`config.mk`:
```
export PLATFORM = sky130hd
export DESIGN_NAME = pai_cell
export DESIGN_NICKNAME = d
export VERILOG_FILES = /design/src/rtl/pai_pkg.sv /design/src/rtl/pai_cell.sv
export SDC_FILE = /design/constraint.sdc
export NUM_CORES = 1
export LEC_CHECK = 0
export ABC_AREA = 1
export BUFFER_PORTS_ARGS = -buffer_cell sky130_fd_sc_hd__buf_2
export CELL_PAD_IN_SITES_DETAIL_PLACEMENT = 0
export CELL_PAD_IN_SITES_GLOBAL_PLACEMENT = 1
export CORE_MARGIN = 2
export CORE_UTILIZATION = 26
export CTS_CLUSTER_DIAMETER = 40
export CTS_CLUSTER_SIZE = 20
export DETAILED_ROUTE_END_ITERATION = 10
export PLACE_DENSITY = 0.83
export SLEW_MARGIN = 20
export SYNTH_ARGS = -nofsm -noshare
export SYNTH_HDL_FRONTEND = slang
export SYNTH_SLANG_ARGS = --single-unit
```
`constraint.sdc`:
```
create_clock -name clock -period 6.72 [get_ports clock]
set_input_delay 1.344 -clock clock [delete_from_list [all_inputs] [get_ports clock]]
set_output_delay 1.344 -clock clock [all_outputs]
set_load 0.005 [all_outputs]
```
`src/rtl/pai_pkg.sv`:
```
// shared types and constants for the positional insert/delete list
// no dependencies
package pai_pkg;

   localparam int unsigned DEF_CAPACITY = 64;
   localparam int unsigned DATA_W       = 32;
   localparam int unsigned CNT_W        = 7;
   localparam int unsigned IDX_W        = 6;

   typedef enum logic [1:0] {
      CMD_LOAD   = 2'd0,
      CMD_INSERT = 2'd1,
      CMD_DELETE = 2'd2,
      CMD_DUMP   = 2'd3
   } cmd_type;

   typedef enum logic [1:0] {
      ST_OK       = 2'd0,
      ST_BAD_POS  = 2'd1,
      ST_FULL     = 2'd2,
      ST_EMPTY    = 2'd3
   } status_type;

   typedef enum logic [2:0] {
      OP_HOLD   = 3'd0,
      OP_WRITE  = 3'd1,
      OP_INSERT = 3'd2,
      OP_DELETE = 3'd3,
      OP_ROTATE = 3'd4
   } cell_op_type;

   typedef struct packed {
      cell_op_type              op;
      logic [CNT_W-1:0]         pos;
      logic signed [DATA_W-1:0] value;
   } cell_ctrl_type;

endpackage

```
`src/rtl/pai_cell.sv`:
```
// one storage cell of the list chain, trades its entry with its neighbors
// depends on pai_pkg
module pai_cell import pai_pkg::*; #(
   parameter int unsigned INDEX = 0
) (
   input  logic                     clock,
   input  cell_ctrl_type            ctrl,
   input  logic signed [DATA_W-1:0] prev_value,
   input  logic signed [DATA_W-1:0] next_value,
   input  logic signed [DATA_W-1:0] head_value,
   output logic signed [DATA_W-1:0] value
);

   localparam logic [CNT_W-1:0] MY_IDX = CNT_W'(INDEX);

   logic signed [DATA_W-1:0] value_ff;
   logic signed [DATA_W-1:0] value_in;

   always_comb begin
      value_in = value_ff;
      unique case (ctrl.op)
         OP_HOLD: begin
            value_in = value_ff;
         end
         OP_WRITE: begin
            if (MY_IDX == ctrl.pos) value_in = ctrl.value;
         end
         OP_INSERT: begin
            if (MY_IDX > ctrl.pos) value_in = prev_value;
            else if (MY_IDX == ctrl.pos) value_in = ctrl.value;
         end
         OP_DELETE: begin
            if (MY_IDX >= ctrl.pos) value_in = next_value;
         end
         OP_ROTATE: begin
            if (MY_IDX == ctrl.pos) value_in = head_value;
            else if (MY_IDX < ctrl.pos) value_in = next_value;
         end
         default: begin
            value_in = value_ff;
         end
      endcase
   end

   always_ff @(posedge clock) begin
      value_ff <= value_in;
   end

   assign value = value_ff;

endmodule

```
# [Word-level counts from Yosys, hierarchy flattened]
# Index checks and enable logic that the tools add are counted.
[word_totals] in_bits=139 elab_cells=19 out_inout_bits=32 reg_bits=32
[classes] n_eq_ne=6 n_lt_le_gt_ge=3 n_reduce_logical=3 muxes=6
[ops] operator="2-to-1 mux 32 bit" count=5
[ops] operator="one-hot mux 32 bit (4 select lines)" count=1
[ops] operator=">= comparator 1 x 7 -> 1 bit (first input constant)" count=1
[ops] operator="greater-than comparator 1 x 7 -> 1 bit (first input constant)" count=1
[ops] operator="zero test 7 bit" count=1
[ops] operator="< comparator 1 x 7 -> 1 bit (first input constant)" count=1
[ops] operator="equality test 3 x 2 -> 1 bit (second input constant)" count=2
[ops] operator="nonzero test 4 bit" count=1
[ops] operator="equality test 3 x 1 -> 1 bit (second input constant)" count=1
[ops] operator="equality test 3 bit (second input constant)" count=1
[ops] operator="inequality test 3 bit (second input constant)" count=1
[ops] operator="AND reduction 3 bit" count=1
[ops] operator="inequality test 2 bit (second input constant)" count=1

# [Depth between registers and ports, before layout]
# Gate-level depths: netlist of run 1.
[depth] depth_word=4 mapped_depth=8 mapped_depth_nobuf=7

# [Worst setup path after synthesis of run 1]
# Ideal clock, no wire load.
[synth_path] path_kind="input to register" startpoint="in ctrl[38] (netlist bit)" endpoint="reg value_ff[0], in the netlist value[0], enable pin" path_slack_ns=2.724 path_buffers=1 setup_ns=0.439 arrival_time_ns=3.556 cell_stages=6 required_ns=6.281 path_cell_list="inv_1 nand2_1 nor2_4 nand2_4 buf_6 a32oi_1"
[synth_between] elab_chain_cells=3 word_cells_on_any_way=6 classes_between="order compare (2); eq/ne (2); reduce/logical (2)"
[synth_rtl] item="start, declared" line="pai_cell.sv:7" source="input cell_ctrl_type ctrl,"
[synth_rtl] item="< comparator 1 x 7 -> 1 bit, or another cell as far along" line="pai_cell.sv:37" source="else if (MY_IDX < ctrl.pos) value_in = next_value;"
[synth_rtl] item="inequality test 3 bit (no source line) / inequality test 2 bit (equally long branches)"
[synth_rtl] item="AND reduction 3 bit (no source line) *"
[synth_rtl] item="end signal, assigned" line="pai_cell.sv:46" source="value_ff <= value_in;"
[synth_rtl] item="end, declared" line="pai_cell.sv:16" source="logic signed [DATA_W-1:0] value_ff;"
# Every way passes the cells marked *; elsewhere a longest branch is shown, timed or not.
# A chain may end at the register's enable or synchronous reset.

# [Worst setup path after layout of run 1]
[layout_path] startpoint="in ctrl[38] (netlist bit)" endpoint="reg value_ff[13], in the netlist value[13], enable pin"
# Same word-level chain as after synthesis.

==> run summary, run 1 <==
The post-route DRC violation count was 0. The minimum clock period after layout works out to 3570 ps. The worst pin sits at a relative slew slack of 38.8%. Buffers inserted to repair hold after CTS numbered 0. The H-tree was split into 2 levels.

The tools report the routability congestion estimate as 0.748. The tools report the clock net sink count as 32. The worst setup path is captured at a flop. Synthesized area per cell: 6.33 um2.

Clock-pin slew was measured on the worst setup and hold paths at 50 ps. The wire length of the first global-routing pass is 15500 um, and the number of cells produced by synthesis is 468. Setup repair after global routing left no endpoint under its margin.

The HPWL after detailed placement is 6330 um. Leaving out fill and tap cells, the most frequent cell in the layout is sky130_fd_sc_hd__buf_2. The initial antenna violation count came out at 2. The tools report the clock root buffer as sky130_fd_sc_hd__clkbuf_16. The first-pass iteration count of the detailed router is 5.

The startpoint identified for the worst register-to-register timing path is value[19]$_DFFE_PP_. Along the worst path, the maximum fanout reaches 33. After routing, the total negative slack on setup checks comes to 0 ps. The overall die width is 111 um, and the count of cell types in the netlist is 19. Entering global routing, the biggest net connects 35 pins. The filler cell count in the final layout was 1200; the number of ports placed on the die boundary was 171.

Row generation in the floorplan step produced 38 rows. After the first detailed-routing iteration, the DRC count stood at 159. The completed layout was analyzed and its total power is 0.000627 W.

The actual transition at the worst max-transition pin was 917 ps; the clock buffer count from CTS was 5. The type of the worst setup path is input port to flop. The floorplan step set the die height to 111 um.

The register with the most flip-flops in the layout has 32 of them. The die covers 0.0123 mm2. In the global route stage, overall resource usage came out at 15.3%. The logs give 0 for the number of pins exceeding their max-slew limit in the final report and 607 for the number of nets in the synthesized netlist. At the later pin of the worst-skew pair, clock insertion delay measures 270 ps. Once detail routing completed, the nets flagged for antenna violations numbered 0. VDD sags by at most 78.7 uV. Compared with the post-synthesis result, the final layout area differs by 28.3%.

The tools report the origin of the worst min-delay path as value[2]$_DFFE_PP_. Of the cells placed in the final design, the portion with a size suffix greater than 1 is 27.7%. After layout, the worst path uses 53.2% of the clock period. The total of buffers placed on input and output ports was 138; the via-per-instance ratio was 4.42. Power density normalized to cell area: 165 mW/mm2.

The top cell types in the final layout, fill and taps aside, are 138 x sky130_fd_sc_hd__buf_2, 135 x sky130_fd_sc_hd__inv_1, 131 x sky130_fd_sc_hd__nand3_1. After global routing the overflow that remains totals 0. The count of yosys warnings during synthesis came out at 0.

The longest clock path from root to sink contains 2 buffers. The via count of the first global-routing pass was 3205. The per-cell routed wire length was 13.0 um. Max-cap violations in this run came to 0. The share of the Yosys chip area taken by registers is 32.4%.

The logs give 0.00296 mm2 for the cell area after technology mapping and 280 MHz for the maximum clock frequency. TritonCTS built the clock tree. The final layout contains 727 nets. The cell depth of the worst min-delay path was 4. The path class of the tightest hold or removal check is flop to flop. Synthesis inferred 32 register bits. The setup skew after layout is 0 ps, and the final number of setup-violating endpoints is 0. Post-CTS repair changed the size of 0 cells.

The run finished with clean final reports. The buffer count from post-CTS setup fixing is 0. The data arrival time at the worst-slack endpoint is 3490 ps. Number of failing hold endpoints at the final stage: 0. The logs give 3225 for the via count and 9500 um for the final wirelength.

For the worst flop-to-flop path, the logic depth is 4. For the worst setup path, the data required time is 6630 ps. After floorplanning, the core was sized to cover 0.0110 mm2.

Launch point of the worst path: ctrl[38]. The worst setup path is launched from an input port. The initial core utilization is 27.0%, and the static leakage is 2.15 nW.
report_power, final:
group / switching [W] / internal (W)
clock: 0.0000821 / 0.000136
combinational: 0.0000839 / 0.0000653
sequential: 0.0000100 / 0.000249
metrics by stage:
step / std cells / hold slack (ps) / setup slack [ps] / area, um2 / util (%)
detailed placement: 721 / 659 / 2880 / 3660 / 33.3
finish: 730 / 674 / 3150 / 3800 / 34.6
global placement: 721 / 657 / 2880 / 3660 / 33.3
CTS: 729 / 673 / 3160 / 3800 / 34.6
floorplan: 468 / 665 / 2720 / 2960 / -
global route: 730 / 731 / 2940 / 3800 / 34.6
kinds of logic after synthesis:
family,synth area share [%]
buffers and inverters,24.3
AND/OR/NAND/NOR,37.6
AO/OA/AOI/OAI,5.70
flip-flops,32.4
final cells by class:
| class | count | area [um2] | share of cell area [%] |
|---|---|---|---|
| multi-input cells | 271 | 1300 | 34.2 |
| flip-flops and latches | 32 | 961 | 25.3 |
| repair buffers | 140 | 706 | 18.6 |
| inverters | 138 | 519 | 13.7 |
| well taps | 140 | 175 | 4.61 |
| clock buffers | 7 | 133 | 3.49 |
| clock inverters | 1 | 3.75 | 0.0988 |
| diodes | 1 | 2.50 | 0.0659 |
cell usage after synthesis:
master | count | area share (%)
sky130_fd_sc_hd__o21ai_0 | 32 | 5.4
sky130_fd_sc_hd__clkbuf_1 | 3 | 0.38
sky130_fd_sc_hd__nand2_2 | 7 | 1.5
sky130_fd_sc_hd__buf_4 | 4 | 1.0
sky130_fd_sc_hd__nand2_4 | 2 | 0.76
sky130_fd_sc_hd__buf_2 | 7 | 1.2
sky130_fd_sc_hd__nand2_1 | 93 | 12
sky130_fd_sc_hd__nor2_4 | 2 | 0.76
sky130_fd_sc_hd__buf_6 | 8 | 3.0
sky130_fd_sc_hd__inv_1 | 136 | 17
sky130_fd_sc_hd__edfxtp_1 | 32 | 32
sky130_fd_sc_hd__a32oi_1 | 1 | 0.30
sky130_fd_sc_hd__nor2_2 | 3 | 0.63
sky130_fd_sc_hd__nand3_1 | 131 | 22
sky130_fd_sc_hd__buf_8 | 1 | 0.51
sky130_fd_sc_hd__buf_1 | 1 | 0.13
sky130_fd_sc_hd__clkbuf_2 | 3 | 0.51
sky130_fd_sc_hd__inv_2 | 1 | 0.13
sky130_fd_sc_hd__clkinv_2 | 1 | 0.17
worst paths after layout:
| path | to | slack [ps] |
|---|---|---|
| min | value[2]$_DFFE_PP_ | 670 |
| max reg2reg | value[19]$_DFFE_PP_ | 5740 |
| min reg2reg | value[2]$_DFFE_PP_ | 670 |
| max | value[13]$_DFFE_PP_ | 3150 |
worst max-delay path: stages:
cell	delay [ps]
sky130_fd_sc_hd__buf_2	110
sky130_fd_sc_hd__inv_1	40
sky130_fd_sc_hd__nand2_1	70
sky130_fd_sc_hd__nor2_4	690
sky130_fd_sc_hd__nand2_4	450
sky130_fd_sc_hd__a32oi_4	290
sky130_fd_sc_hd__buf_4	430
routing by layer:
metal / wire length (um) / share of wire (%) / vias to the layer above / track usage [%]
met5: 7 / 0.074 / - / 0
met4: 110 / 1.2 / 2 / 4.50
met3: 624 / 6.6 / 9 / 3.39
met2: 4640 / 49 / 101 / 26.6
met1: 4110 / 43 / 1432 / 19.0
li1: - / - / 1681 / -
Power figures use the tool's default switching activity.
==> inputs of run 2 (changes only) <==
Settings changed: ABC_AREA 1 to 0, PLACE_DENSITY 0.83 to 0.84.
Clock period 6.72 ns to 3.5 ns, I/O delays scaled along.
==> run 2 against run 1 <==
  * Area after synthesis shrank 26%
  * Utilization grew 3.6 points
  * Critical path type unchanged
  * Power grew 77%
  * Sequential share of layout area grew 5.5 points
  * Highest routed layer is now met4
  * Die area shrank 25%
  * Critical path depth shrank 2
  * Global-route usage shrank 2.3 points
  * Cell count shrank 41%
  * Non-clock buffer count grew 6
  * Hold slack lost 29 ps
==> run summary, run 2 <==
The flow ran to the end, and the final reports show no timing, DRC or antenna violations. Setup repair after global routing left no endpoint under its margin. The post-synthesis compound-gate area fraction works out to 22.8%. By count the netlist is led by 34 x sky130_fd_sc_hd__nand2_1, 32 x sky130_fd_sc_hd__edfxtp_1, 32 x sky130_fd_sc_hd__inv_1, 32 x sky130_fd_sc_hd__mux2i_1, 30 x sky130_fd_sc_hd__o221ai_2.

The number of cells on the worst reg-to-reg path is 2. The number of pins exceeding their max-slew limit in the final report came out at 0. The maximum fanout encountered on the critical timing path was 18. The number of failing hold endpoints at the final stage was 0. Averaged over all synthesized cells, the footprint is 11.8 um2. In this run the vertical extent of the chip is 95.8 um.

In this design, the stage delay of the slowest critical-path cell is 640 ps. The share of synthesized cell area in full adder, half adder and majority cells was 0%; the number of flip-flops under the largest register name was 32. The tools report the number of antenna cells inserted as 0.

Headroom to the max-slew limit came out at 57.4%. The clock tree synthesis step divided the H-tree into 2 levels. The cell with the biggest individual delay on the critical path was sky130_fd_sc_hd__a31oi_4.

TritonCTS built the clock tree. The type of the worst setup path is input port to flop. Traced cell by cell, the critical path runs through buf_2, nor3_1, nand2_4, a31oi_4, buf_12.

The clock net sink count is 32. STA classifies the critical path startpoint as an input port. After Yosys synthesis, XOR and XNOR cells account for 0.400% of the synthesized area. By area, the combinational part of the netlist is dominated by compound AO/OA/AOI/OAI gates. Of the post-synthesis cell area, the dominant cell type holds 43.9%. The per-cell routed wire length works out to 13.6 um. For this design the ratio of total power to cell area is 355 mW/mm2. The clock buffer count from CTS is 5, and the buffer count from post-CTS setup fixing is 0. The initial antenna violation count is 0. The tool flagged a number of max-cap violations equal to 0. The static leakage was 1.59 nW. After synthesis, the netlist uses 20 different library cells. The run gives 464 as the number of nets in the layout. After synthesis, flip-flops and latches occupy 43.9% of the total area. The biggest area consumer among synthesized cells is sky130_fd_sc_hd__edfxtp_1. Summed over all layers, the routed wires come to 5880 um. Class of the tightest hold or removal check: flop to flop. The wire length of the first global-routing pass is 9110 um, and the cell area after technology mapping is 0.00219 mm2. The HPWL after detailed placement was 4510 um.

sky130_fd_sc_hd__nand2_1 is the most common cell in the netlist. The floorplan step defined a die boundary enclosing 0.00918 mm2. In the routed design, unresolved DRC markers number 0. For the final routed database, the setup TNS stands at 0 ps. Of the cells placed in the final design, the portion with a size suffix greater than 1 is 57.7%.

After floorplanning, the core was sized to cover 0.00818 mm2. STA classifies the critical path endpoint as a flop. Using the TritonRoute via totals, the vias-per-cell ratio works out to 4.55. The later pin in the worst-skew pair is clocked with a latency of 280 ps.

In the global route stage, overall resource usage came out at 13.0%. The library cell used most frequently in the layout, excluding fill and tap cells, is sky130_fd_sc_hd__buf_2. The relative area change from synthesis to final layout is 42.5%, and the number of ports placed on the die boundary is 171.

In this run the register-to-register setup slack is 2530 ps. The minimum clock period after layout came out at 2390 ps. The critical path starts at ctrl[36]. For the worst setup path, the data required time is 3490 ps. The data arrival time at the worst-slack endpoint came out at 2380 ps. The run gives 1933 as the via count of the first global-routing pass. The final number of setup-violating endpoints is 0. The die is 95.8 um wide.

The remaining number of nets flagged by the antenna check after routing came out at 0. The launch point of the worst reg-to-reg path is value[22]$_DFFE_PP_. The endpoint identified for the worst register-to-register timing path is value[22]$_DFFE_PP_. In the layout the commonest cells are 138 x sky130_fd_sc_hd__buf_2, 34 x sky130_fd_sc_hd__nand2_1, 32 x sky130_fd_sc_hd__inv_1, 32 x sky130_fd_sc_hd__mux2i_1, 32 x sky130_fd_sc_hd__edfxtp_1.

After the first detailed-routing iteration, the DRC count stood at 50. The final cycle utilization of the critical path came out at 68.3%. The longest clock path from root to sink contains 2 buffers. The first-pass iteration count of the detailed router is 4, and the total congestion overflow after global routing is 0. Counting flops and latches in the post-synthesis netlist gives 32. By area the synthesized netlist is led by sky130_fd_sc_hd__edfxtp_1 44%, sky130_fd_sc_hd__o221ai_2 21%, sky130_fd_sc_hd__mux2i_1 15%, sky130_fd_sc_hd__nand2_1 5.8%, sky130_fd_sc_hd__inv_1 5.5%. Entering global routing, the biggest net connects 19 pins.

The total of buffers placed on input and output ports was 138; the setup skew after layout was 0 ps. After clock tree synthesis, the flow added hold-fix buffers numbering 0. Detailed routing inserted a total of 1960 vias. The congestion estimate from routability-driven global placement came to 0.677. The row count came out at 33. The post-cts sizing count came out at 0.

The number of flops mapped to enable cells by yosys is 32, and the initial core utilization is 26.8%. The number of cells produced by synthesis came out at 185. Once placement finished, the instance area stood at 0.00302 mm2. The maximum clock frequency came out at 418 MHz. The peak supply drop is 157 uV. The simple-gate share of the synthesized area is 8.40%, and the fraction of registers with async set/reset is 0%. The end of the critical path is value[12]$_DFFE_PP_. For this run, the number of Yosys warnings is 0. Hold is met by 645 ps. The portion of synthesized area spent on multiplexers is 14.6%. The cell sitting at the root of the clock tree is a sky130_fd_sc_hd__clkbuf_8.

The total non-filler cell area in the finished layout was 0.00312 mm2. Clock-pin slew was measured on the worst setup and hold paths at 60 ps. The number of nets handed over by synthesis was 324. For this run, the leading register cell type out of synthesis is sky130_fd_sc_hd__edfxtp_1. The actual transition at the worst max-transition pin was 639 ps.
==> run 2: cell type report <==
type / count / area, um2
multi-input cells: 108 / 1040
well taps: 105 / 131
flip-flops and latches: 32 / 961
clock buffers: 5 / 68.8
inverters: 32 / 120
fillers: 839 / 5050
repair buffers: 146 / 763
clock inverters: 3 / 37.5
==> run 2: cells by family (layout without fill, tap and decap cells) <==
family | after synthesis | after routing
AO/OA/AOI/OAI | 35 | 35
buffers and inverters | 45 | 186
flip-flops | 32 | 32
XOR/XNOR | 1 | 1
multiplexers | 32 | 32
AND/OR/NAND/NOR | 40 | 40
==> run 2: per-layer routing <==
| layer | vias up | share of wire, % | track usage [%] |
|---|---|---|---|
| met5 | - | 0 | 0 |
| met4 | 0 | 0.75 | 2.86 |
| met3 | 5 | 8.4 | 3.84 |
| met2 | 81 | 50 | 23.7 |
| met1 | 902 | 41 | 14.9 |
| li1 | 972 | - | - |
==> run 2: power breakdown <==
group          internal (W)  leakage [nW]  total [W]  switching, W
Sequential         0.000480         0.310   0.000500     0.0000198
Clock              0.000207        0.0532   0.000350      0.000143
Combinational      0.000134          1.22   0.000257      0.000122
Total              0.000822          1.59    0.00111      0.000285
==> run 2: how the worst min path moves through the flow <==
| stage | cells past startpoint | startpoint | slack [ps] | endpoint |
|---|---|---|---|---|
| floorplan | 2 | value[0]$_DFFE_PP_ | 640 | value[0]$_DFFE_PP_ |
| global placement | 2 | value[5]$_DFFE_PP_ | 620 | value[5]$_DFFE_PP_ |
| detailed placement | 2 | value[6]$_DFFE_PP_ | 640 | value[6]$_DFFE_PP_ |
| CTS | 2 | value[0]$_DFFE_PP_ | 650 | value[0]$_DFFE_PP_ |
| global route | 2 | value[31]$_DFFE_PP_ | 670 | value[31]$_DFFE_PP_ |
| finish | 2 | value[5]$_DFFE_PP_ | 640 | value[5]$_DFFE_PP_ |
==> run 2: worst max-delay path: cells and delay by family <==
kind                   cells  cell delay [ps]
AOI/OAI and AO/OA          1              640
buffers and inverters      2              340
and+or+nand+nor            2              680
==> run 2: metrics by stage <==
step,util (%),setup WS [ps],total power (W),instances
finish,38.2,1110,0.00111,431
global route,38.2,872,0.00117,431
CTS,38.2,1020,0.00113,431
detailed placement,36.9,725,0.000770,423
global placement,36.9,733,0.000763,423
floorplan,-,619,0.000639,185
